**src/hw/rtl/dmq_pkg.sv**
```systemverilog
// ----------------------------------------------------------------------------
// dmq_pkg: shared types and constants of the double-ended mailbox queue
// Sizes of the slot ring, field widths, command codes and the structs passed
// between the top level and the queue core.
// ----------------------------------------------------------------------------
package dmq_pkg;

  // Ring size and element width
  localparam int DEPTH     = 16;
  localparam int ELEM_W    = 32;
  localparam int IDX_W     = (DEPTH > 1) ? $clog2(DEPTH) : 1;
  localparam int CNT_W     = $clog2(DEPTH + 1);

  // Port field widths
  localparam int COMMAND_W = 2;
  localparam int VALUE_W   = 32;
  localparam int CAP_W     = 5;
  localparam int COUNT_W   = 5;

  // Capacity after reset, saturated to the ring size
  localparam int CAP_RESET = (16 > DEPTH) ? DEPTH : 16;

  typedef enum logic [COMMAND_W-1:0] {
    CMD_PUSH_HEAD = 2'd0,
    CMD_PUSH_TAIL = 2'd1,
    CMD_POP_HEAD  = 2'd2,
    CMD_POP_TAIL  = 2'd3
  } dmq_cmd_e;

  typedef struct packed {
    dmq_cmd_e           cmd;
    logic [VALUE_W-1:0] value;
  } dmq_op_t;

  typedef struct packed {
    logic [VALUE_W-1:0] pop_value;
    logic               accepted;
    logic [COUNT_W-1:0] stored_count;
  } dmq_res_t;

endpackage

```
**src/hw/rtl/dmq_if.sv**
```systemverilog
// ----------------------------------------------------------------------------
// dmq_if: channel interfaces of the double-ended mailbox queue
// Command, response and capacity-write channels, each a valid/ready transfer.
// ----------------------------------------------------------------------------
interface dmq_cmd_if;
  import dmq_pkg::*;

  logic                 valid;
  logic                 ready;
  logic [COMMAND_W-1:0] command;
  logic [VALUE_W-1:0]   push_value;

  modport source (output valid, output command, output push_value, input ready);
  modport sink   (input valid, input command, input push_value, output ready);
endinterface

interface dmq_rsp_if;
  import dmq_pkg::*;

  logic               valid;
  logic               ready;
  logic [VALUE_W-1:0] pop_value;
  logic               accepted;
  logic [COUNT_W-1:0] stored_count;

  modport source (output valid, output pop_value, output accepted, output stored_count,
                  input ready);
  modport sink   (input valid, input pop_value, input accepted, input stored_count,
                  output ready);
endinterface

interface dmq_cfg_if;
  import dmq_pkg::*;

  logic             valid;
  logic             ready;
  logic [CAP_W-1:0] capacity;

  modport source (output valid, output capacity, input ready);
  modport sink   (input valid, input capacity, output ready);
endinterface

```
**src/hw/rtl/dmq_core.sv**
```systemverilog
// ----------------------------------------------------------------------------
// dmq_core: slot ring, end indices and fill state of the queue
// Executes one command per enabled cycle and registers its result.
// ----------------------------------------------------------------------------
module dmq_core (
  input  logic                 clk_i,
  input  logic                 rst_ni,
  input  logic                 exec_i,
  input  dmq_pkg::dmq_op_t     op_i,
  input  logic                 cfg_we_i,
  input  logic [dmq_pkg::CAP_W-1:0] cfg_cap_i,
  output dmq_pkg::dmq_res_t    res_o
);
  import dmq_pkg::*;

  logic [ELEM_W-1:0]  mem [DEPTH];

  logic [CNT_W-1:0]   cap_q, free_q, free_d;
  logic [IDX_W-1:0]   head_q, head_d, tail_q, tail_d;
  logic [IDX_W-1:0]   head_nxt, tail_nxt, head_prv, tail_prv;
  logic [IDX_W-1:0]   wr_idx, rd_idx;
  logic [CNT_W-1:0]   cap_new;
  logic               is_push, ok, do_wr, do_rd;

  logic [VALUE_W-1:0] pop_value_q;
  logic               accepted_q;
  logic [COUNT_W-1:0] count_q;

  function automatic logic [IDX_W-1:0] ring_next(logic [IDX_W-1:0] idx,
                                                  logic [CNT_W-1:0] cap);
    logic [CNT_W:0] nxt;
    nxt = (CNT_W+1)'(idx) + 1'b1;
    ring_next = (nxt >= (CNT_W+1)'(cap)) ? '0 : nxt[IDX_W-1:0];
  endfunction

  function automatic logic [IDX_W-1:0] ring_prev(logic [IDX_W-1:0] idx,
                                                  logic [CNT_W-1:0] cap);
    logic [CNT_W-1:0] last;
    last = cap - 1'b1;
    if (idx == '0 || (CNT_W+1)'(idx) >= (CNT_W+1)'(cap)) begin
      ring_prev = last[IDX_W-1:0];
    end else begin
      ring_prev = idx - 1'b1;
    end
  endfunction

  // Saturate the written capacity into 1..DEPTH
  always_comb begin
    if (cfg_cap_i == '0) begin
      cap_new = CNT_W'(1);
    end else if (32'(cfg_cap_i) > DEPTH) begin
      cap_new = CNT_W'(DEPTH);
    end else begin
      cap_new = CNT_W'(cfg_cap_i);
    end
  end

  always_comb begin
    head_nxt = ring_next(head_q, cap_q);
    tail_nxt = ring_next(tail_q, cap_q);
    head_prv = ring_prev(head_q, cap_q);
    tail_prv = ring_prev(tail_q, cap_q);

    is_push = (op_i.cmd == CMD_PUSH_HEAD) || (op_i.cmd == CMD_PUSH_TAIL);
    ok      = is_push ? (free_q != '0) : (free_q != cap_q);
    do_wr   = exec_i && ok && is_push;
    do_rd   = exec_i && ok && !is_push;

    head_d = head_q;
    tail_d = tail_q;
    free_d = free_q;
    wr_idx = tail_q;
    rd_idx = head_q;

    case (op_i.cmd)
      CMD_PUSH_HEAD: begin
        wr_idx = head_nxt;
        if (ok) begin
          head_d = head_nxt;
          free_d = free_q - 1'b1;
        end
      end
      CMD_PUSH_TAIL: begin
        wr_idx = tail_q;
        if (ok) begin
          tail_d = tail_prv;
          free_d = free_q - 1'b1;
        end
      end
      CMD_POP_HEAD: begin
        rd_idx = head_q;
        if (ok) begin
          head_d = head_prv;
          free_d = free_q + 1'b1;
        end
      end
      CMD_POP_TAIL: begin
        rd_idx = tail_nxt;
        if (ok) begin
          tail_d = tail_nxt;
          free_d = free_q + 1'b1;
        end
      end
      default: begin
        rd_idx = head_q;
      end
    endcase
  end

  always_ff @(posedge clk_i or negedge rst_ni) begin
    if (!rst_ni) begin
      cap_q  <= CNT_W'(CAP_RESET);
      free_q <= CNT_W'(CAP_RESET);
      head_q <= '0;
      tail_q <= '0;
    end else if (cfg_we_i) begin
      cap_q  <= cap_new;
      free_q <= cap_new;
      head_q <= '0;
      tail_q <= '0;
    end else if (exec_i) begin
      free_q <= free_d;
      head_q <= head_d;
      tail_q <= tail_d;
    end
  end

  // Slot ring and result register; hold the result while no command runs
  always_ff @(posedge clk_i) begin
    if (do_wr) begin
      mem[wr_idx] <= ELEM_W'(op_i.value);
    end
    if (exec_i) begin
      pop_value_q <= do_rd ? VALUE_W'(mem[rd_idx]) : '0;
      accepted_q  <= ok;
      count_q     <= COUNT_W'(cap_q - free_d);
    end
  end

  assign res_o.pop_value    = pop_value_q;
  assign res_o.accepted     = accepted_q;
  assign res_o.stored_count = count_q;

endmodule

```
**src/hw/rtl/double_ended_mailbox_queue_top.sv**
```systemverilog
// ----------------------------------------------------------------------------
// double_ended_mailbox_queue_top: double-ended queue on a ring of slots
// Each command pushes or pops one element at the head or the tail end; a push
// into a full queue or a pop from an empty one is refused and flagged.
// ----------------------------------------------------------------------------
// Usage:
//   cmd_i  carries one command per transfer: push head, push tail, pop head or
//          pop tail, with the element to store on a push.
//   rsp_o  returns one response per command: the popped element (zero on a
//          push or a refused pop), the accepted flag and the fill count after
//          the command.
//   cfg_i  writes the capacity (1..16 slots; 0 acts as 1, larger values act
//          as 16). A write empties the queue. Write only while idle: no
//          command taken whose response is still outstanding.
// Timing: a command passes from its transfer on cmd_i to its response on rsp_o
//   through the input register, then the result register in the core.
//   One command per cycle is sustained while rsp_o is ready; the limit is the single
//   write/read port of the slot ring, used once per command.
// Reset: the queue is empty, the capacity is 16, no response is pending.
// Stall: while rsp_o is held off the response stays registered and the input
//   register may still take one more command; then cmd_i.ready drops.
// ----------------------------------------------------------------------------
module double_ended_mailbox_queue_top (
  input  logic      clk_i,
  input  logic      rst_ni,
  dmq_cmd_if.sink   cmd_i,
  dmq_rsp_if.source rsp_o,
  dmq_cfg_if.sink   cfg_i
);
  import dmq_pkg::*;

  logic     in_valid_q;
  dmq_op_t  op_q;
  logic     out_valid_q;
  logic     exec;
  dmq_res_t res;

  // Advance the held command when the result register is free or draining
  assign exec        = in_valid_q && (!out_valid_q || rsp_o.ready);
  assign cmd_i.ready = !in_valid_q || exec;
  assign cfg_i.ready = 1'b1;

  always_ff @(posedge clk_i or negedge rst_ni) begin
    if (!rst_ni) begin
      in_valid_q  <= 1'b0;
      out_valid_q <= 1'b0;
    end else begin
      if (cmd_i.ready) begin
        in_valid_q <= cmd_i.valid;
      end
      if (exec) begin
        out_valid_q <= 1'b1;
      end else if (rsp_o.ready) begin
        out_valid_q <= 1'b0;
      end
    end
  end

  // Capture the command payload on each transfer
  always_ff @(posedge clk_i) begin
    if (cmd_i.valid && cmd_i.ready) begin
      op_q.cmd   <= dmq_cmd_e'(cmd_i.command);
      op_q.value <= cmd_i.push_value;
    end
  end

  dmq_core u_core (
    .clk_i     (clk_i),
    .rst_ni    (rst_ni),
    .exec_i    (exec),
    .op_i      (op_q),
    .cfg_we_i  (cfg_i.valid),
    .cfg_cap_i (cfg_i.capacity),
    .res_o     (res)
  );

  assign rsp_o.valid        = out_valid_q;
  assign rsp_o.pop_value    = res.pop_value;
  assign rsp_o.accepted     = res.accepted;
  assign rsp_o.stored_count = res.stored_count;

endmodule

```
**src/flat_wrapper.sv**
```systemverilog
// flat-port wrapper written by rule: the top's interface ports become plain ports
module double_ended_mailbox_queue_top_flat import dmq_pkg::*;
  (clk_i, rst_ni, cmd_i_valid, cmd_i_command, cmd_i_push_value, cmd_i_ready, rsp_o_valid, rsp_o_pop_value, rsp_o_accepted, rsp_o_stored_count, rsp_o_ready, cfg_i_valid, cfg_i_capacity, cfg_i_ready);
  dmq_cmd_if cmd_i_i ();
  dmq_rsp_if rsp_o_i ();
  dmq_cfg_if cfg_i_i ();
  input  logic clk_i;
  input  logic rst_ni;
  input wire logic [$bits(cmd_i_i.valid)-1:0] cmd_i_valid;
  input wire logic [$bits(cmd_i_i.command)-1:0] cmd_i_command;
  input wire logic [$bits(cmd_i_i.push_value)-1:0] cmd_i_push_value;
  output wire logic [$bits(cmd_i_i.ready)-1:0] cmd_i_ready;
  output wire logic [$bits(rsp_o_i.valid)-1:0] rsp_o_valid;
  output wire logic [$bits(rsp_o_i.pop_value)-1:0] rsp_o_pop_value;
  output wire logic [$bits(rsp_o_i.accepted)-1:0] rsp_o_accepted;
  output wire logic [$bits(rsp_o_i.stored_count)-1:0] rsp_o_stored_count;
  input wire logic [$bits(rsp_o_i.ready)-1:0] rsp_o_ready;
  input wire logic [$bits(cfg_i_i.valid)-1:0] cfg_i_valid;
  input wire logic [$bits(cfg_i_i.capacity)-1:0] cfg_i_capacity;
  output wire logic [$bits(cfg_i_i.ready)-1:0] cfg_i_ready;
  assign cmd_i_i.valid = cmd_i_valid;
  assign cmd_i_i.command = cmd_i_command;
  assign cmd_i_i.push_value = cmd_i_push_value;
  assign cmd_i_ready = cmd_i_i.ready;
  assign rsp_o_valid = rsp_o_i.valid;
  assign rsp_o_pop_value = rsp_o_i.pop_value;
  assign rsp_o_accepted = rsp_o_i.accepted;
  assign rsp_o_stored_count = rsp_o_i.stored_count;
  assign rsp_o_i.ready = rsp_o_ready;
  assign cfg_i_i.valid = cfg_i_valid;
  assign cfg_i_i.capacity = cfg_i_capacity;
  assign cfg_i_ready = cfg_i_i.ready;
  double_ended_mailbox_queue_top u_core (.clk_i(clk_i), .rst_ni(rst_ni), .cmd_i(cmd_i_i), .rsp_o(rsp_o_i), .cfg_i(cfg_i_i));
endmodule
```
**config.mk**
```make
export PLATFORM = sky130hd
export DESIGN_NAME = double_ended_mailbox_queue_top_flat
export DESIGN_NICKNAME = d
export VERILOG_FILES = /design/src/hw/rtl/dmq_pkg.sv /design/src/hw/rtl/dmq_if.sv /design/src/hw/rtl/dmq_core.sv /design/src/hw/rtl/double_ended_mailbox_queue_top.sv /design/src/flat_wrapper.sv
export SDC_FILE = /design/constraint.sdc
export NUM_CORES = 1
export LEC_CHECK = 0
export BUFFER_PORTS_ARGS = -buffer_cell sky130_fd_sc_hd__buf_2
export CAP_MARGIN = 10
export CORE_MARGIN = 2
export CORE_UTILIZATION = 62
export CTS_CLUSTER_DIAMETER = 120
export DETAILED_ROUTE_END_ITERATION = 8
export GPL_ROUTABILITY_DRIVEN = 0
export PLACE_DENSITY = 0.8
export SYNTH_ARGS = -nofsm -noshare
export SYNTH_HDL_FRONTEND = slang
export SYNTH_HIERARCHICAL = 1
export SYNTH_SLANG_ARGS = --single-unit
```
**constraint.sdc**
```tcl
create_clock -name clk_i -period 5.5 [get_ports clk_i]
set_clock_uncertainty 0.2 [all_clocks]
set_input_delay 0.55 -clock clk_i [delete_from_list [all_inputs] [get_ports clk_i]]
set_output_delay 0.55 -clock clk_i [all_outputs]
set_load 0.005 [all_outputs]
```
==> summary.txt <==
status: completed
Port-buffer cells: 83
RR Endpoint: u_core/u_core/pop_value_q[21]
Seq/Total Area, Yosys: 0.738
Max VDD drop: 349 uV
post-cts resize count: 0
# DRC: 0
Worst Hold Path EP: u_core/in_valid_q
Final WS setup: 0.943 ns
R2R cell count: 11
height of the die: 203 microns
min cycle time layout: 4.56 ns
most frequent cells in the layout: 584 x edfxtp_1, 291 x nand2_1, 83 x buf_2, 75 x mux2_1, 62 x a31oi_1
measured slew at the worst slew-check pin: 1.21 ns
Critical Path Start Type: flip-flop
Synth Warn #: 6
relative max-transition margin: 0.193
CTS Sinks: 604
Synth Flop Type: edfxtp_1
H-tree depth: 2
global-route wire length before repair: 85100 microns
CTS Buf Count: 56
final antenna-violating net count: 0
slowest CP cell: o22a_2
hold_sp: rsp_o_ready
Core Box Area: 38700 sq um
Slew Viols, Final: 0
CTS hold repair buffers: 40
RSZ-0062 raised after global routing: false
synthesized cell area: 24400 sq um
CP required: 5.73 ns
Cells after Synth: 1616
ranking of synthesized cells by area: edfxtp_1 72%, nand2_1 4.5%, mux2_1 3.5%
worst skew pair latency: 0.61 ns
Post-synth ARST share: 0.0331
WL final: 55900 microns
First-pass DRT Iterations: 8
Setup crit end kind: flip-flop
I/O pin cnt: 85
largest net degree at the start of global routing: 77
Reg2Reg Setup Slack: 0.94 ns
fin crit share: 0.829
number of global-route vias before repair: 14.6k
Hold Slack: 0.0476 ns
overall power: 12.0 mW
Area after DPL: 25500 sq um
top cell type's share of synthesized area: 0.718
Post-synth EDFFs: 584
Syn Area/Cell: 15.1 sq um
CP dominant cell by count: ha_1
critical path, cell by cell: ha_1 -> xor2_1 -> ha_1 -> nand2_1 -> o21a_1 -> o2111ai_1 -> o22a_2 -> buf_4 -> o22ai_1 -> a211o_1 -> o2bb2ai_1
initial drt markers: 1461
initial antenna violation count: 0
row cnt: 72
vias per inst: 6.37
leakage: 9.70 nW
CP max stage delay: 1.02 ns
Yosys cell types: 67
most common cell after layout, fill and taps aside: edfxtp_1
post-place setup slack: 1.05 ns
root buffer cell: clkbuf_16
Die W: 203 microns
layout net count: 1812
Wirelength per Cell: 24.3 microns
worst-path fanout max: 42
Buf+Inv Stages, Crit Path: 1
Crit path max-delay family: compound AO/OA/AOI/OAI gates
all-layer global routing usage: 0.275
final setup vio count: 0
Critical R2R Launch: u_core/u_core/tail_q[0]
Yosys reg bits: 604
WHS Path Cells: 3
WS Path Type: flip-flop to flip-flop
Die ar.: 41000 sq um
Synth area leader: edfxtp_1
Setup Buffers After CTS: 0
CTS Buffer Depth: 3
power per cell area: 430 nW/um^2
layout cells sized above 1: 0.155
Setup TNS: 0 ns
ANT cells: 0
final hold viol count: 0
DP HPWL: 30200 microns
Initial Utilization: 0.631
area grow syn2layout: 14.3%
design area: 27900 sq um
MaxCap Viol Count: 0
hold crit path type: input pin to flip-flop
Syn Nets: 1691
via count: 14.6k
CTS clk-pin slew, worst paths: 0.06 ns
arrival time worst endpoint: 4.79 ns
TritonCTS clock tree: done
GRT overflow: 0
Max Clk Rate: 219 MHz
[state kept, by name, indices dropped and copies added (netlist names)]
| name | count |
|---|---|
| u_core/rsp_o.valid | 1 |
| u_core/u_core/pop_value_q | 32 |
| u_core/op_q | 34 |
| u_core/u_core/free_q | 5 |
| u_core/in_valid_q | 1 |
| u_core/u_core/accepted_q | 1 |
| u_core/u_core/tail_q | 4 |
| u_core/u_core/cap_q | 5 |
| u_core/u_core/mem | 512 |
| u_core/u_core/head_q | 4 |
| u_core/u_core/count_q | 5 |
[per-layer routing]
metal  vias to the layer above  part of all wire  track usage
met3                       151             0.086       0.0512
met2                       738              0.48        0.441
li1                       6412                 -            -
met4                         0             0.038        0.116
met1                      7346              0.40        0.376
met5                         -                 0            0
[Yosys cell counts (all sizes together), types with 3 or more instances]
cell type / n
clkbuf: 34
o2111ai: 9
nor2b: 3
o22ai: 60
a31oi: 62
nand4: 3
a32oi: 3
a211o: 30
a21o: 7
mux2: 110
a22o: 5
o2bb2ai: 27
ha: 30
dfrtp: 18
nand3b: 10
or2: 3
nor4: 4
o21a: 4
a22oi: 3
mux2i: 4
nor2: 31
nor3: 14
and2: 9
nand3: 22
a211oi: 8
xnor2: 11
nand2: 292
edfxtp: 584
buf: 58
o211ai: 4
nand2b: 8
inv: 24
o21ai: 18
xor2: 10
and3: 30
a21oi: 45
[worst min-delay path: cells and delay by family]
family	cells	cell delay [ns]
buffers and inverters	1	0.08
and+or+nand+nor	2	0.18
[worst max path at each step]
stage / cells after the start / start / slack, ns / end
after global routing: 11 / u_core/u_core/tail_q[0] / 0.74 / u_core/u_core/pop_value_q[22]
after CTS: 11 / u_core/u_core/tail_q[0] / 1.01 / u_core/u_core/pop_value_q[21]
after global placement: 10 / u_core/u_core/head_q[1] / 1.27 / u_core/u_core/mem[8][9]
after floorplan: 8 / rsp_o_ready / 1.04 / u_core/u_core/mem[4][0]
final: 11 / u_core/u_core/tail_q[0] / 0.94 / u_core/u_core/pop_value_q[21]
after detailed placement: 10 / u_core/u_core/head_q[1] / 1.05 / u_core/u_core/mem[8][4]
[cells by family (layout without fill, tap and decap cells)]
| group | count (synthesis) | count (layout) | synth area share |
|---|---|---|---|
| AOI/OAI and AO/OA | 297 | 297 | 0.0842 |
| xor gates and xnor gates | 21 | 21 | 0.00753 |
| adders and majority gates | 31 | 31 | 0.0162 |
| buffers and inverters | 116 | 283 | 0.0236 |
| DFF | 604 | 604 | 0.738 |
| muxes | 114 | 114 | 0.0523 |
| other | 1 | 1 | 0.000153 |
| and+or+nand+nor | 432 | 432 | 0.0776 |
[per-stage QoR]
step                      std cells   util
after floorplan                1616      -
after global placement         2155  0.659
after detailed placement       2155  0.659
after CTS                      2299  0.720
after global routing           2301  0.721
final                          2301  0.721
[final cells by class]
type,instances,area [sq um]
Clock buffer,67,1500
Clock inverter,37,462
Tap cell,518,648
Inverter,24,90.1
Sequential cell,604,18000
Fill cell,2381,10800
Timing Repair Buffer,155,1200
Multi-Input combinational cell,896,5980
[power by group]
part / switching [mW] / internal, mW
Combinational: 1.55 / 0.968
Sequential: 0.160 / 5.26
Clock: 1.66 / 2.41
Total: 3.37 / 8.64
(Power assumes the default switching activity.)
